--- src/rtl/nmea_pkg.sv ---
// Package for the NMEA sentence parser: phase and event codes, character constants,
// the result struct and the hex-digit and sentence-type helper functions.
// No dependencies.
`timescale 1ns / 1ps

package nmea_pkg;

  localparam int unsigned AddrMaxDefault = 8;
  localparam int unsigned DataMaxDefault = 80;

  localparam int unsigned CountWidth = 7;

  localparam logic [7:0] ChDollar = 8'h24;
  localparam logic [7:0] ChComma  = 8'h2C;
  localparam logic [7:0] ChStar   = 8'h2A;
  localparam logic [7:0] ChZero   = 8'h30;
  localparam logic [7:0] ChNine   = 8'h39;
  localparam logic [7:0] ChUpperA = 8'h41;
  localparam logic [7:0] ChUpperC = 8'h43;

  localparam logic [31:0] PrefixGpgg = 32'h4750_4747;
  localparam logic [31:0] PrefixGpgs = 32'h4750_4753;
  localparam logic [31:0] PrefixGprm = 32'h4750_524D;

  localparam logic [CountWidth-1:0] TypeMinLen = 7'd5;

  typedef enum logic [2:0] {
    PhWait = 3'd0,
    PhAddr = 3'd1,
    PhData = 3'd2,
    PhHex1 = 3'd3,
    PhHex2 = 3'd4
  } phase_e;

  typedef enum logic [2:0] {
    EvNone  = 3'd0,
    EvStart = 3'd1,
    EvType  = 3'd2,
    EvChar  = 3'd3,
    EvEnd   = 3'd4,
    EvOk    = 3'd5,
    EvWrong = 3'd6,
    EvDrop  = 3'd7
  } event_e;

  typedef enum logic [1:0] {
    KindGga  = 2'd0,
    KindGsa  = 2'd1,
    KindRmc  = 2'd2,
    KindNone = 2'd3
  } kind_e;

  typedef struct packed {
    event_e                event_res;
    logic [1:0]            sentence_kind;
    logic [7:0]            data_char;
    logic [CountWidth-1:0] data_position;
    logic [7:0]            computed_sum;
    logic [7:0]            received_sum;
  } result_t;

  // Decimal digits map directly; anything else is treated as a letter digit.
  function automatic logic [3:0] hex_nibble(input logic [7:0] b);
    logic [7:0] t;
    begin
      t = b - ChUpperA + 8'd10;
      if (b >= ChZero && b <= ChNine) begin
        hex_nibble = 4'(b - ChZero);
      end else begin
        hex_nibble = t[3:0];
      end
    end
  endfunction

  function automatic kind_e match_kind(input logic [31:0] last4, input logic [7:0] b);
    begin
      if (last4 == PrefixGpgg && b == ChUpperA) begin
        match_kind = KindGga;
      end else if (last4 == PrefixGpgs && b == ChUpperA) begin
        match_kind = KindGsa;
      end else if (last4 == PrefixGprm && b == ChUpperC) begin
        match_kind = KindRmc;
      end else begin
        match_kind = KindNone;
      end
    end
  endfunction

endpackage

--- src/rtl/nmea_in_if.sv ---
// Input channel of the NMEA sentence parser: one received byte with its overrun flag.
// Depends on nothing.
`timescale 1ns / 1ps

interface nmea_in_if;
  logic       valid;
  logic       ready;
  logic [7:0] rx_byte;
  logic       overrun;

  modport source (output valid, output rx_byte, output overrun, input ready);
  modport sink (input valid, input rx_byte, input overrun, output ready);
endinterface

--- src/rtl/nmea_out_if.sv ---
// Result channel of the NMEA sentence parser: one event record per received byte.
// Depends on nothing.
`timescale 1ns / 1ps

interface nmea_out_if;
  logic       valid;
  logic       ready;
  logic [2:0] event_res;
  logic [1:0] sentence_kind;
  logic [7:0] data_char;
  logic [6:0] data_position;
  logic [7:0] computed_sum;
  logic [7:0] received_sum;

  modport source (
    output valid, output event_res, output sentence_kind, output data_char,
    output data_position, output computed_sum, output received_sum, input ready
  );
  modport sink (
    input valid, input event_res, input sentence_kind, input data_char,
    input data_position, input computed_sum, input received_sum, output ready
  );
endinterface

--- src/rtl/nmea_fsm.sv ---
// Sentence state machine of the NMEA parser: holds the parse state and computes the
// event record for the byte being transferred. Depends on nmea_pkg.
`timescale 1ns / 1ps

module nmea_fsm #(
  parameter int unsigned ADDR_MAX = nmea_pkg::AddrMaxDefault,
  parameter int unsigned DATA_MAX = nmea_pkg::DataMaxDefault
) (
  input  logic               clk_i,
  input  logic               rst_ni,
  input  logic               step_i,
  input  logic [7:0]         rx_byte_i,
  input  logic               overrun_i,
  output nmea_pkg::result_t  res_o
);

  localparam logic [nmea_pkg::CountWidth-1:0] AddrLimit = nmea_pkg::CountWidth'(ADDR_MAX);
  localparam logic [nmea_pkg::CountWidth-1:0] DataLimit = nmea_pkg::CountWidth'(DATA_MAX);

  nmea_pkg::phase_e                  phase_q, phase_d;
  logic [nmea_pkg::CountWidth-1:0]   count_q, count_d;
  logic [7:0]                        sum_q, sum_d;
  logic [7:0]                        high_q, high_d;
  logic [31:0]                       recent_q, recent_d;
  nmea_pkg::kind_e                   kind_q, kind_d;

  logic [nmea_pkg::CountWidth-1:0]   count_inc;
  nmea_pkg::kind_e                   kind_hit;
  logic [7:0]                        rsum;

  assign count_inc = count_q + 1'b1;
  assign kind_hit  = nmea_pkg::match_kind(recent_q, rx_byte_i);
  assign rsum      = {high_q[7:4], nmea_pkg::hex_nibble(rx_byte_i)};

  // Next state.
  always_comb begin
    phase_d  = phase_q;
    count_d  = count_q;
    sum_d    = sum_q;
    high_d   = high_q;
    recent_d = recent_q;
    kind_d   = kind_q;
    if (overrun_i) begin
      phase_d = nmea_pkg::PhWait;
    end else begin
      case (phase_q)
        nmea_pkg::PhWait: begin
          if (rx_byte_i == nmea_pkg::ChDollar) begin
            count_d  = '0;
            sum_d    = '0;
            recent_d = '0;
            kind_d   = nmea_pkg::KindNone;
            phase_d  = nmea_pkg::PhAddr;
          end
        end
        nmea_pkg::PhAddr: begin
          if (rx_byte_i != nmea_pkg::ChComma) begin
            if (count_q < AddrLimit) begin
              count_d  = count_inc;
              if (count_inc >= nmea_pkg::TypeMinLen && kind_hit < kind_q) begin
                kind_d = kind_hit;
              end
              recent_d = {recent_q[23:0], rx_byte_i};
              sum_d    = sum_q ^ rx_byte_i;
            end else begin
              phase_d = nmea_pkg::PhWait;
            end
          end else begin
            sum_d = sum_q ^ rx_byte_i;
            if (kind_q != nmea_pkg::KindNone) begin
              count_d = '0;
              phase_d = nmea_pkg::PhData;
            end else begin
              phase_d = nmea_pkg::PhWait;
            end
          end
        end
        nmea_pkg::PhData: begin
          if (rx_byte_i != nmea_pkg::ChStar) begin
            if (count_q < DataLimit) begin
              count_d = count_inc;
              sum_d   = sum_q ^ rx_byte_i;
            end else begin
              phase_d = nmea_pkg::PhWait;
            end
          end else begin
            phase_d = nmea_pkg::PhHex1;
          end
        end
        nmea_pkg::PhHex1: begin
          high_d  = {nmea_pkg::hex_nibble(rx_byte_i), 4'h0};
          phase_d = nmea_pkg::PhHex2;
        end
        nmea_pkg::PhHex2: begin
          high_d  = rsum;
          phase_d = nmea_pkg::PhWait;
        end
        default: begin
          phase_d = nmea_pkg::PhWait;
        end
      endcase
    end
  end

  // Event record for the current byte.
  always_comb begin
    res_o = '0;
    res_o.event_res = nmea_pkg::EvNone;
    if (overrun_i) begin
      if (phase_q != nmea_pkg::PhWait) begin
        res_o.event_res = nmea_pkg::EvDrop;
      end
    end else begin
      case (phase_q)
        nmea_pkg::PhWait: begin
          if (rx_byte_i == nmea_pkg::ChDollar) begin
            res_o.event_res = nmea_pkg::EvStart;
          end
        end
        nmea_pkg::PhAddr: begin
          if (rx_byte_i != nmea_pkg::ChComma) begin
            if (count_q >= AddrLimit) begin
              res_o.event_res = nmea_pkg::EvDrop;
            end
          end else if (kind_q != nmea_pkg::KindNone) begin
            res_o.event_res     = nmea_pkg::EvType;
            res_o.sentence_kind = kind_q;
          end else begin
            res_o.event_res = nmea_pkg::EvDrop;
          end
        end
        nmea_pkg::PhData: begin
          if (rx_byte_i != nmea_pkg::ChStar) begin
            if (count_q < DataLimit) begin
              res_o.event_res     = nmea_pkg::EvChar;
              res_o.sentence_kind = kind_q;
              res_o.data_char     = rx_byte_i;
              res_o.data_position = count_q;
            end else begin
              res_o.event_res = nmea_pkg::EvDrop;
            end
          end else begin
            res_o.event_res     = nmea_pkg::EvEnd;
            res_o.sentence_kind = kind_q;
            res_o.data_position = count_q;
          end
        end
        nmea_pkg::PhHex2: begin
          res_o.sentence_kind = kind_q;
          res_o.computed_sum  = sum_q;
          res_o.received_sum  = rsum;
          res_o.event_res     = (sum_q == rsum) ? nmea_pkg::EvOk : nmea_pkg::EvWrong;
        end
        default: begin
          res_o.event_res = nmea_pkg::EvNone;
        end
      endcase
    end
  end

  always_ff @(posedge clk_i or negedge rst_ni) begin
    if (!rst_ni) begin
      phase_q  <= nmea_pkg::PhWait;
      count_q  <= '0;
      sum_q    <= '0;
      high_q   <= '0;
      recent_q <= '0;
      kind_q   <= nmea_pkg::KindNone;
    end else if (step_i) begin
      phase_q  <= phase_d;
      count_q  <= count_d;
      sum_q    <= sum_d;
      high_q   <= high_d;
      recent_q <= recent_d;
      kind_q   <= kind_d;
    end
  end

endmodule

--- src/rtl/nmea_sentence_parser.sv ---
// The parser takes one received serial byte per transfer and returns exactly one event
// record for it. A byte is taken in every clock cycle while the input is ready; its record
// appears in the output register in the cycle after the transfer. The input is ready whenever
// the output register is empty or is being read in the same cycle, so a stalled sink holds
// at most one record. Depends on nmea_pkg, nmea_in_if, nmea_out_if and nmea_fsm.
`timescale 1ns / 1ps

module nmea_sentence_parser #(
  parameter int unsigned ADDR_MAX = nmea_pkg::AddrMaxDefault,
  parameter int unsigned DATA_MAX = nmea_pkg::DataMaxDefault
) (
  input  logic       clk_i,
  input  logic       rst_ni,
  nmea_in_if.sink    rx_i,
  nmea_out_if.source res_o
);

  logic              accept;
  nmea_pkg::result_t step_res;
  nmea_pkg::result_t res_q;
  logic              res_valid_q, res_valid_d;

  assign rx_i.ready = !res_valid_q || res_o.ready;
  assign accept     = rx_i.valid && rx_i.ready;

  nmea_fsm #(
    .ADDR_MAX (ADDR_MAX),
    .DATA_MAX (DATA_MAX)
  ) u_fsm (
    .clk_i     (clk_i),
    .rst_ni    (rst_ni),
    .step_i    (accept),
    .rx_byte_i (rx_i.rx_byte),
    .overrun_i (rx_i.overrun),
    .res_o     (step_res)
  );

  assign res_valid_d = accept || (res_valid_q && !res_o.ready);

  always_ff @(posedge clk_i or negedge rst_ni) begin
    if (!rst_ni) begin
      res_valid_q <= 1'b0;
    end else begin
      res_valid_q <= res_valid_d;
    end
  end

  always_ff @(posedge clk_i) begin
    if (accept) begin
      res_q <= step_res;
    end
  end

  assign res_o.valid         = res_valid_q;
  assign res_o.event_res     = res_q.event_res;
  assign res_o.sentence_kind = res_q.sentence_kind;
  assign res_o.data_char     = res_q.data_char;
  assign res_o.data_position = res_q.data_position;
  assign res_o.computed_sum  = res_q.computed_sum;
  assign res_o.received_sum  = res_q.received_sum;

endmodule

--- src/flat_wrapper.sv ---
// flat-port wrapper written by rule: the top's interface ports become plain ports
module nmea_sentence_parser_flat 
#(
  parameter int unsigned ADDR_MAX = nmea_pkg::AddrMaxDefault,
  parameter int unsigned DATA_MAX = nmea_pkg::DataMaxDefault
)
  (clk_i, rst_ni, rx_i_valid, rx_i_rx_byte, rx_i_overrun, rx_i_ready, res_o_valid, res_o_event_res, res_o_sentence_kind, res_o_data_char, res_o_data_position, res_o_computed_sum, res_o_received_sum, res_o_ready);
  nmea_in_if rx_i_i ();
  nmea_out_if res_o_i ();
  input  logic clk_i;
  input  logic rst_ni;
  input wire logic [$bits(rx_i_i.valid)-1:0] rx_i_valid;
  input wire logic [$bits(rx_i_i.rx_byte)-1:0] rx_i_rx_byte;
  input wire logic [$bits(rx_i_i.overrun)-1:0] rx_i_overrun;
  output wire logic [$bits(rx_i_i.ready)-1:0] rx_i_ready;
  output wire logic [$bits(res_o_i.valid)-1:0] res_o_valid;
  output wire logic [$bits(res_o_i.event_res)-1:0] res_o_event_res;
  output wire logic [$bits(res_o_i.sentence_kind)-1:0] res_o_sentence_kind;
  output wire logic [$bits(res_o_i.data_char)-1:0] res_o_data_char;
  output wire logic [$bits(res_o_i.data_position)-1:0] res_o_data_position;
  output wire logic [$bits(res_o_i.computed_sum)-1:0] res_o_computed_sum;
  output wire logic [$bits(res_o_i.received_sum)-1:0] res_o_received_sum;
  input wire logic [$bits(res_o_i.ready)-1:0] res_o_ready;
  assign rx_i_i.valid = rx_i_valid;
  assign rx_i_i.rx_byte = rx_i_rx_byte;
  assign rx_i_i.overrun = rx_i_overrun;
  assign rx_i_ready = rx_i_i.ready;
  assign res_o_valid = res_o_i.valid;
  assign res_o_event_res = res_o_i.event_res;
  assign res_o_sentence_kind = res_o_i.sentence_kind;
  assign res_o_data_char = res_o_i.data_char;
  assign res_o_data_position = res_o_i.data_position;
  assign res_o_computed_sum = res_o_i.computed_sum;
  assign res_o_received_sum = res_o_i.received_sum;
  assign res_o_i.ready = res_o_ready;
  nmea_sentence_parser #(.ADDR_MAX(ADDR_MAX), .DATA_MAX(DATA_MAX)) u_core (.clk_i(clk_i), .rst_ni(rst_ni), .rx_i(rx_i_i), .res_o(res_o_i));
endmodule
--- config.mk ---
export PLATFORM = sky130hd
export DESIGN_NAME = nmea_sentence_parser_flat
export DESIGN_NICKNAME = d
export VERILOG_FILES = /design/src/rtl/nmea_pkg.sv /design/src/rtl/nmea_in_if.sv /design/src/rtl/nmea_out_if.sv /design/src/rtl/nmea_fsm.sv /design/src/rtl/nmea_sentence_parser.sv /design/src/flat_wrapper.sv
export SDC_FILE = /design/constraint.sdc
export NUM_CORES = 1
export LEC_CHECK = 0
export ABC_CLOCK_PERIOD_IN_PS = 2400
export BUFFER_PORTS_ARGS = -buffer_cell sky130_fd_sc_hd__buf_2
export CAP_MARGIN = 20
export CORE_MARGIN = 1
export CORE_UTILIZATION = 50
export CTS_CLUSTER_DIAMETER = 120
export DETAILED_ROUTE_END_ITERATION = 10
export PLACE_DENSITY = 0.79
export SYNTH_ARGS = -nofsm -noshare
export SYNTH_HDL_FRONTEND = slang
export SYNTH_HIERARCHICAL = 1
export SYNTH_SLANG_ARGS = --single-unit
export TNS_END_PERCENT = 20
--- constraint.sdc ---
create_clock -name clk_i -period 2.4 [get_ports clk_i]
set_clock_uncertainty 0.1 [all_clocks]
set_input_delay 0.48 -clock clk_i [delete_from_list [all_inputs] [get_ports clk_i]]
set_output_delay 0.48 -clock clk_i [all_outputs]
set_load 0.02 [all_outputs]
==> results of run 1 <==
-- cell usage in the layout (no fill, tap or decap), drive strengths merged, types with 10 or more instances in the layout --
cell type	n
dfrtp	55
o21ai	64
nand2	86
edfxtp	36
nand3	11
inv	16
and2	26
nor3	10
nor2	30
buf	127
-- layout make-up --
cell class                 instances  area [sq um]  share of cell area
sequential                        93          2510              0.4161
multi-input combinational        347          2272              0.3767
timing repair buffer             127         853.3              0.1415
tap                              129         161.4             0.02676
clock buffer                       9         123.9             0.02054
clock inverter                     7         66.31             0.01099
inverter                          12         45.04            0.007467
-- Yosys cell counts, drive strengths merged (3+ instances only) --
cell / count / share of area
mux2: 5 / 0.013
nand4: 5 / 0.0077
ha: 8 / 0.021
buf: 6 / 0.0085
nor2b: 4 / 0.0052
edfxtp: 36 / 0.22
a2111oi: 4 / 0.015
xnor2: 3 / 0.0054
nor2: 30 / 0.024
nand2: 86 / 0.067
clkbuf: 18 / 0.014
nand2b: 9 / 0.013
xor2: 7 / 0.013
nor4b: 3 / 0.0054
a22oi: 3 / 0.0046
o31ai: 9 / 0.021
o21ai: 64 / 0.067
inv: 12 / 0.0093
a31oi: 3 / 0.0039
nor3b: 3 / 0.0080
nor4: 7 / 0.013
dfrtp: 55 / 0.28
or2: 3 / 0.0044
o211ai: 3 / 0.0046
nor4bb: 3 / 0.0062
o211a: 3 / 0.0062
and2: 26 / 0.034
nand3: 11 / 0.011
a21oi: 8 / 0.0082
nor3: 10 / 0.010
-- worst reg2reg max path, stage by stage (launching register included) --
cell and delay, ns:
dfrtp_1 0.40, nor4b_2 0.30, buf_4 0.18, nand4_4 0.11, nor2_4 0.13, nand3_2 0.07, ha_2 0.19, nor2b_2 0.12
o21ai_2 0.08, a2111oi_4 0.43, mux2_4 0.33
-- what timing repair did --
| action | in CTS | in global routing |
|---|---|---|
| buffers inserted | 0 | 1 |
| pin swaps | 6 | 4 |
| gates resized for setup | 8 | 10 |
| endpoints found under the setup margin | 2 | 15 |
-- power by group --
group / leakage (nW) / internal (W) / switching (W)
Clock: 0.0915 / 0.000400 / 0.000606
Sequential: 1.13 / 0.00188 / 0.000241
Combinational: 1.45 / 0.000548 / 0.000655
-- cell families after synthesis --
| family | synth area share |
|---|---|
| DFF | 0.5171 |
| xor gates and xnor gates | 0.02269 |
| and+or+nand+nor | 0.2284 |
| AOI/OAI and AO/OA | 0.1622 |
| muxes | 0.01727 |
| buffers and inverters | 0.03171 |
| adders and majority gates | 0.02062 |
-- sequential cells by signal, summed over array words and instances, names as in the netlist --
signal / flops
u_core/u_fsm/phase_q: 3
u_core/u_fsm/kind_q: 2
u_core/u_fsm/recent_q: 32
u_core/u_fsm/sum_q: 8
u_core/u_fsm/count_q: 7
u_core/res_o.data_position: 7
u_core/res_o.sentence_kind: 2
u_core/res_o.computed_sum: 8
u_core/u_fsm/high_q: 4
u_core/res_o.valid: 1
u_core/res_o.data_char: 8
u_core/res_o.received_sum: 8
u_core/res_o.event_res: 3
-- metal layers --
metal,part of all wire,track usage,vias to the layer above,routed length [um]
met2,0.49,0.3883,110,5338
met4,0.020,0.08027,0,215
met5,0,0,-,0
li1,-,-,1916,-
met3,0.035,0.04230,17,382
met1,0.46,0.3104,1880,4963
-- worst paths after layout --
path,endpoint,slack [ns],cells after the start
hold / removal,u_core/u_fsm/count_q[1]$_DFFE_PN0P_,0.002,2
setup reg to reg,u_core/u_fsm/kind_q[0]$_DFFE_PN1P_,-0.10,10
min in group clk_i,u_core/res_o.valid$_DFF_PN0_,0.23,2
setup / recovery,u_core/u_fsm/kind_q[0]$_DFFE_PN1P_,-0.10,10
hold reg to reg,u_core/u_fsm/recent_q[28]$_DFFE_PN0P_,0.39,2
max in group asynchronous,u_core/u_fsm/kind_q[0]$_DFFE_PN1P_,1.90,2
-- through the flow --
stage | setup TNS, ns | power (W)
6_report | -0.2053 | 0.004333
5_1_grt | -0.4149 | 0.004603
4_1_cts | -0.1241 | 0.004339
3_5_place_dp | -3.704 | 0.003308
3_3_place_gp | -3.135 | 0.003256
2_1_floorplan | -0.2303 | 0.002796
==> summary.txt, run 1 <==
Outcome
  • Status: finished with violations
  • Failing checks: negative setup slack

Pwr
  • Maximum VDD drop: 0.0004466 V
  • Pleak: 2.669 nW
  • PD cells: 718.4 nW/um^2

Logic synthesis
  • EDFF count, synth: 36
  • Distinct cells, synth: 71
  • Post-Syn Instances: 476
  • Mapped Area: 4853 sq um
  • Synth Flop Type: dfrtp_1
  • #FFs+latches synth: 93
  • Syn avg cell area: 10.20 sq um
  • Sequential fraction of the synthesis area: 0.5171
  • Syn Nets: 497
  • Asr flop ratio synth: 0.6129
  • Yosys warns: 6

Setup path
  • CP startpoint kind: flip-flop
  • CP Buf/Inv Count: 1
  • Cell type of the slowest stage on the worst timing path: a2111oi_4
  • CP Capture Type: flip-flop
  • Crit path largest cell delay: 0.43 ns
  • Req. time, crit path: 2.59 ns
  • Crit path DAT: 2.69 ns
  • Worst-path cell chain: nor4b_2 -> buf_4 -> nand4_4 -> nor2_4 -> nand3_2 -> ha_2 -> nor2b_2 -> o21ai_2 -> a2111oi_4 -> mux2_4
  • CP Launch Point: u_core/u_fsm/recent_q[15]$_DFFE_PN0P_
  • CP max FO: 2
  • Reg-to-reg startpoint: u_core/u_fsm/recent_q[15]$_DFFE_PN0P_
  • Crit Path Class: reg -> reg
  • CP top delay family: simple AND/OR/NAND/NOR gates

Finish
  • Final Util: 0.6467
  • Final Cell Area: 6032 sq um
  • Share of layout cells above drive strength 1: 0.3193
  • Nets: 611
  • FILL cells: 719
  • Non-Filler Instances: 724
  • Synth-to-Final Area Change: 24.28%
  • ANT cells: 0

STA
  • Period utilisation layout: 1.043
  • Crit path time final: 2.503 ns
  • Highest Clock Rate: 399.5 MHz
  • Final setup margin: -0.1032 ns
  • Unrepaired setup endpoints after global routing: true
  • Setup violators final: 2
  • Tightest Pin Transition: 0.6086 ns
  • Final hold vios: 0
  • Slew Limit Fails: 0
  • Max-slew headroom: 0.5838
  • Hold WS: 0.002032 ns

Placed design
  • Placed Area: 5757 sq um
  • DP Worst Slack: -0.3540 ns
  • Placed Cells: 707
  • Final weighted congestion in routability-driven placement: 0.9139
  • Hpwl dp: 7916 um
  • Port buffer count: 50

Routing
  • Vias per inst: 5.419
  • Via count: 3923
  • DRC viols: 0
  • DR iter-0 viols: 159
  • Post-DRT Antenna Nets: 0
  • Avg WL per Cell: 15.05 um
  • Final wirelength: 10900 um
  • Pre-Repair DR Iteration Count: 4

Job
  • Max-cap violations: 0

Global route
  • Grt ovf: 0
  • Total GRT Usage: 0.2340
  • First-pass GRT wire length: 18320 um
  • Initial antenna violation count: 0
  • Largest net degree at the start of global routing: 65
  • Vias in the first global route: 3823

Floorplanning
  • FP Rows: 35
  • Die W: 100.5 um
  • Core ar.: 9328 sq um
  • Die area: 10110 sq um
  • I/O Pins: 51
  • Die Y-Extent: 100.5 um
  • Initial Utilization: 0.5203

Clock tree
  • H-tree level count: 3
  • Post-CTS Hold Buffers: 0
  • CTS tree: built
  • Clock buffer depth: 2
  • Clock Sinks: 93
  • Num CTS Buffers: 9
  • Worst-Skew Late Latency: 0.36 ns
  • CTS root buf: clkbuf_8
  • Clock-pin transition on the worst setup and hold timing paths: 0.10 ns

Worst hold path
  • HP Class: in -> async
Note: power is estimated with default switching activity, not from simulation.
==> run 2, diff against run 1 <==
--- a/config.mk
+++ b/config.mk
@@ -9,10 +9,10 @@
 export BUFFER_PORTS_ARGS = -buffer_cell sky130_fd_sc_hd__buf_2
 export CAP_MARGIN = 20
 export CORE_MARGIN = 1
-export CORE_UTILIZATION = 50
+export CORE_UTILIZATION = 42
 export CTS_CLUSTER_DIAMETER = 120
 export DETAILED_ROUTE_END_ITERATION = 10
-export PLACE_DENSITY = 0.79
+export PLACE_DENSITY = 0.69
 export SYNTH_ARGS = -nofsm -noshare
 export SYNTH_HDL_FRONTEND = slang
 export SYNTH_HIERARCHICAL = 1
==> summary.txt, run 2 (synthesis gave the netlist of run 1 again) <==
Clock tree
  • H-tree level count: 3
  • Clock buffer depth: 2
  • Worst-Skew Late Latency: 0.34 ns
  • Clock Sinks: 93
  • CTS root buf: clkbuf_16
  • Clock-pin transition on the worst setup and hold timing paths: 0.07 ns
  • CTS tree: built
  • Num CTS Buffers: 9

Global route
  • Total GRT Usage: 0.2167
  • Largest net degree at the start of global routing: 65
  • Met2 Use GR: 0.3598
  • Grt ovf: 0
  • Initial antenna violation count: 0
  • M1 GR Usage: 0.2796
  • First-pass GRT wire length: 19740 um
  • GRT busiest layer: met2
  • Met3 GRT Util: 0.03853
  • Vias in the first global route: 4031

Finish
  • Commonest non-fill, non-tap cell in the layout: buf_4
  • ANT cells: 0
  • Max reg flops: 32
  • FILL cells: 924
  • Commonest non-fill, non-tap cells in the layout: buf_4, nand2_1, dfrtp_1
  • Share of layout cells above drive strength 1: 0.3485
  • Register with the most flip-flops: u_core/u_fsm/recent_q
  • Synth-to-Final Area Change: 30.45%
  • Nets: 630

Placed design
  • Final weighted congestion in routability-driven placement: 0.8297
  • Port buffer count: 50
  • Hpwl dp: 8590 um

Floorplanning
  • Core ar.: 11030 sq um
  • Die area: 11990 sq um
  • FP Rows: 38
  • Die Y-Extent: 109.5 um
  • Initial Utilization: 0.4400
  • I/O Pins: 51
  • Die W: 109.5 um

Pwr
  • PD cells: 752.5 nW/um^2
  • Pleak: 2.820 nW
  • PnR Total Power: 0.004764 W
  • Maximum VDD drop: 0.0004997 V

STA
  • Crit path time final: 2.586 ns
  • Setup violators final: 2
  • Period utilisation layout: 1.077
  • Setup TNS: -0.3690 ns
  • Hold WS: 0.01170 ns
  • Unrepaired setup endpoints after global routing: true
  • Final setup margin: -0.1856 ns
  • Highest Clock Rate: 386.8 MHz
  • Max-slew headroom: 0.6311
  • Final hold vios: 0
  • Slew Limit Fails: 0
  • Tightest Pin Transition: 0.5533 ns

Setup path
  • Reg-to-reg startpoint: u_core/u_fsm/recent_q[20]$_DFFE_PN0P_
  • WP depth: 8
  • Crit Path Class: reg -> reg
  • FF-to-FF path depth: 8
  • CP Launch Point: u_core/u_fsm/recent_q[20]$_DFFE_PN0P_
  • CP top delay family: compound AO/OA/AOI/OAI gates
  • CP startpoint kind: flip-flop
  • Cell type of the slowest stage on the worst timing path: dfrtp_1
  • CP Capture Type: flip-flop
  • Crit path largest cell delay: 0.39 ns
  • Worst-path cell chain: nor4bb_4 -> buf_4 -> nand4_4 -> buf_4 -> a2111oi_4 -> a31oi_2 -> a2111oi_4 -> mux2_4
  • CP max FO: 3
  • Req. time, crit path: 2.57 ns
  • Crit path DAT: 2.75 ns
  • CP Buf/Inv Count: 2

Worst hold path
  • HP Class: in -> async

Routing
  • Pre-Repair DR Iteration Count: 5
  • DR iter-0 viols: 297
  • Final wirelength: 12100 um
  • Vias per inst: 5.410
  • DRC viols: 0
  • Post-DRT Antenna Nets: 0
  • Via count: 4079
  • Avg WL per Cell: 16.04 um

Job
  • Max-cap violations: 0

Outcome
  • Failing checks: negative setup slack
  • Status: finished with violations
run 2: changes by cell type in the layout (fill, tap and decap cells not counted), moves of 2 or more:
| cell | change |
|---|---|
| clkbuf_16 | +9 |
| buf_4 | +19 |
| clkbuf_8 | -7 |
| a2111oi_0 | -2 |
| nor4bb_1 | -2 |
run 2: final timing paths:
kind                       slack, ns                                     to
min reg2reg                     0.38  u_core/u_fsm/recent_q[26]$_DFFE_PN0P_
min                             0.01    u_core/u_fsm/phase_q[0]$_DFFE_PN0P_
max reg2reg                    -0.19     u_core/u_fsm/kind_q[1]$_DFFE_PN1P_
max                            -0.19     u_core/u_fsm/kind_q[1]$_DFFE_PN1P_
max in group asynchronous       1.87     u_core/u_fsm/kind_q[0]$_DFFE_PN1P_
min in group clk_i              0.24           u_core/res_o.valid$_DFF_PN0_
run 2: cell type report:
class                           count  area, sq um  share of cell area
Clock inverter                      4        28.78            0.004545
Clock buffer                       12        256.5             0.04051
Inverter                           12        45.04            0.007115
Sequential cell                    93         2510              0.3964
Timing Repair Buffer              146        996.0              0.1573
Tap cell                          140        175.2             0.02767
Multi-Input combinational cell    347         2320              0.3664
run 2: stage by stage:
stage          setup WS, ns  utilization  std cells  instance area (sq um)
2_1_floorplan       -0.1051            -        476                   4853
3_3_place_gp        -0.3832       0.5327        732                   5876
3_5_place_dp        -0.4916       0.5327        732                   5876
4_1_cts            -0.08371       0.5657        750                   6240
5_1_grt             -0.2476       0.5740        754                   6331
6_report            -0.1856       0.5740        754                   6331
run 2: repair_timing:
item | CTS | global route
endpoints found under the setup margin | 4 | 7
resized for setup | 12 | 15
buffers inserted | 2 | 4
pin swaps | 8 | 9
hold buffers | 0 | 0
run 2: per-layer routing:
layer,vias to the layer above,part of all wire
met5,-,0
met4,0,0.012
met1,2000,0.44
met2,122,0.50
li1,1947,-
met3,10,0.042
run 2: report_power, final:
group | switching, W | internal [W] | total, W | leakage [nW]
combinational | 0.000688 | 0.000575 | 0.00126 | 1.55
clock | 0.000606 | 0.000765 | 0.00137 | 0.140
sequential | 0.000245 | 0.00189 | 0.00213 | 1.13
==> run 3, diff against run 2 <==
--- a/config.mk
+++ b/config.mk
@@ -9,10 +9,10 @@
 export BUFFER_PORTS_ARGS = -buffer_cell sky130_fd_sc_hd__buf_2
 export CAP_MARGIN = 20
 export CORE_MARGIN = 1
-export CORE_UTILIZATION = 42
+export CORE_UTILIZATION = 30
 export CTS_CLUSTER_DIAMETER = 120
 export DETAILED_ROUTE_END_ITERATION = 10
-export PLACE_DENSITY = 0.69
+export PLACE_DENSITY = 0.55
 export SYNTH_ARGS = -nofsm -noshare
 export SYNTH_HDL_FRONTEND = slang
 export SYNTH_HIERARCHICAL = 1
==> summary.txt, run 3 (synthesis gave the netlist of run 1 again) <==
Global route
  • Vias in the first global route: 3931
  • Largest net degree at the start of global routing: 65
  • Total GRT Usage: 0.1584
  • Grt ovf: 0
  • Initial antenna violation count: 0
  • First-pass GRT wire length: 20020 um

Pwr
  • PnR Total Power: 0.004624 W
  • Pleak: 2.795 nW
  • Seq pwr share: 0.458
  • Switching power: 0.001498 W
  • Clock network fraction of design power: 0.279
  • Logic gate share of total power: 0.263
  • Sw Share: 0.3239
  • Internal Dissipation: 0.003126 W
  • Maximum VDD drop: 0.0003336 V
  • PD cells: 731.2 nW/um^2

STA
  • Setup TNS: -0.1564 ns
  • Final hold vios: 0
  • Unrepaired setup endpoints after global routing: true
  • Highest Clock Rate: 403.3 MHz
  • Setup violators final: 2
  • Tightest Pin Transition: 0.5736 ns
  • Crit path time final: 2.479 ns
  • Slew Limit Fails: 0
  • Final setup margin: -0.07939 ns
  • Period utilisation layout: 1.033
  • Max-slew headroom: 0.6146

Finish
  • Commonest non-fill, non-tap cells in the layout: buf_4, nand2_1, dfrtp_1
  • Max reg flops: 32
  • Commonest non-fill, non-tap cell in the layout: buf_4
  • ANT cells: 0
  • Nets: 627
  • Synth-to-Final Area Change: 30.32%
  • Share of layout cells above drive strength 1: 0.3273
  • Register with the most flip-flops: u_core/u_fsm/recent_q
  • Non-Filler Instances: 827

Routing
  • Via count: 3984
  • Pre-Repair DR Iteration Count: 4
  • Post-DRT Antenna Nets: 0
  • DRC viols: 0
  • DR iter-0 viols: 248
  • Avg WL per Cell: 14.78 um
  • Vias per inst: 4.817
  • Final wirelength: 12220 um

Clock tree
  • Post-CTS Hold Buffers: 0
  • Clock buffer depth: 2
  • H-tree level count: 3
  • Worst-Skew Late Latency: 0.35 ns
  • CTS tree: built
  • Clock-pin transition on the worst setup and hold timing paths: 0.06 ns
  • Clock Sinks: 93
  • CTS root buf: clkbuf_16
  • Num CTS Buffers: 9

Outcome
  • Failing checks: negative setup slack
  • Status: finished with violations

Floorplanning
  • Initial Utilization: 0.3066
  • Die W: 129.2 um
  • Die Y-Extent: 129.2 um
  • I/O Pins: 51
  • Die area: 16690 sq um
  • Core ar.: 15830 sq um
  • FP Rows: 46

Setup path
  • CP max FO: 2
  • CP Capture Type: flip-flop
  • CP startpoint kind: flip-flop
  • Crit path DAT: 2.66 ns
  • Crit Path Class: reg -> reg
  • Req. time, crit path: 2.58 ns

Placed design
  • Port buffer count: 50
  • Final weighted congestion in routability-driven placement: 0.8334
  • DP Worst Slack: -0.3592 ns
  • Hpwl dp: 8871 um
  • Placed Cells: 803

Job
  • Max-cap violations: 0

Worst hold path
  • HP Class: in -> async
==> run 3: final cells by class <==
cell class | instances | area [sq um]
Fill cell | 1556 | 9503
Sequential cell | 93 | 2511
Multi-Input combinational cell | 347 | 2258
Timing Repair Buffer | 143 | 973.4
Tap cell | 216 | 270.3
Clock buffer | 9 | 225.2
Inverter | 12 | 45.04
Clock inverter | 7 | 41.29
==> run 3: path summary, 6_finish.rpt <==
path | start | endpoint | slack (ns) | depth (start not counted)
min in group clk_i | rx_i_valid | u_core/res_o.valid$_DFF_PN0_ | 0.24 | 2
min reg2reg | u_core/u_fsm/recent_q[30]$_DFFE_PN0P_ | u_core/u_fsm/recent_q[30]$_DFFE_PN0P_ | 0.38 | 2
max | u_core/u_fsm/recent_q[23]$_DFFE_PN0P_ | u_core/u_fsm/kind_q[0]$_DFFE_PN1P_ | -0.08 | 10
max reg2reg | u_core/u_fsm/recent_q[23]$_DFFE_PN0P_ | u_core/u_fsm/kind_q[0]$_DFFE_PN1P_ | -0.08 | 10
max in group asynchronous | rst_ni | u_core/u_fsm/kind_q[0]$_DFFE_PN1P_ | 1.87 | 2
min | rst_ni | u_core/u_fsm/count_q[1]$_DFFE_PN0P_ | 0.02 | 2
==> run 3: metrics by stage <==
step,utilization,hold slack (ns),area (sq um)
finish,0.3996,0.01853,6325
global route,0.3996,0.04325,6325
CTS,0.3981,0.03734,6301
detailed placement,0.3749,0.3673,5933
global placement,0.3749,0.3589,5933
floorplan,-,0.08441,4853
==> run 3: power groups by stage <==
stage	Combinational, W	Clock (W)	Sequential (W)
after floorplan	0.000679	0	0.00212
after global placement	0.00117	0	0.00213
after detailed placement	0.00119	0	0.00214
after CTS	0.00121	0.00133	0.00212
after global routing	0.00134	0.00139	0.00216
final	0.00122	0.00129	0.00212
==> run 3: layer usage <==
metal | track usage | routed length, um | up-vias
li1 | - | - | 1950
met1 | 0.2015 | 5515 | 1928
met2 | 0.2600 | 5973 | 88
met3 | 0.03427 | 463 | 18
met4 | 0.06782 | 269 | 0
met5 | 0 | 0 | -
==> run 3: timing repair <==
item	4_1_cts	5_1_grt
pin swaps	4	1
setup endpoints to repair	4	12
buffers inserted	9	0
gates resized for setup	7	7
==> run 3: critical path, stage by stage (launching register included) <==
cell and delay, ns:
dfrtp_1 0.41, nor4b_4 0.31, buf_4 0.15, nand4_2 0.10
nor2_2 0.15, nand3_1 0.09, ha_2 0.19, nor2b_2 0.11
o21ai_2 0.08, a2111oi_4 0.38, mux2_4 0.34
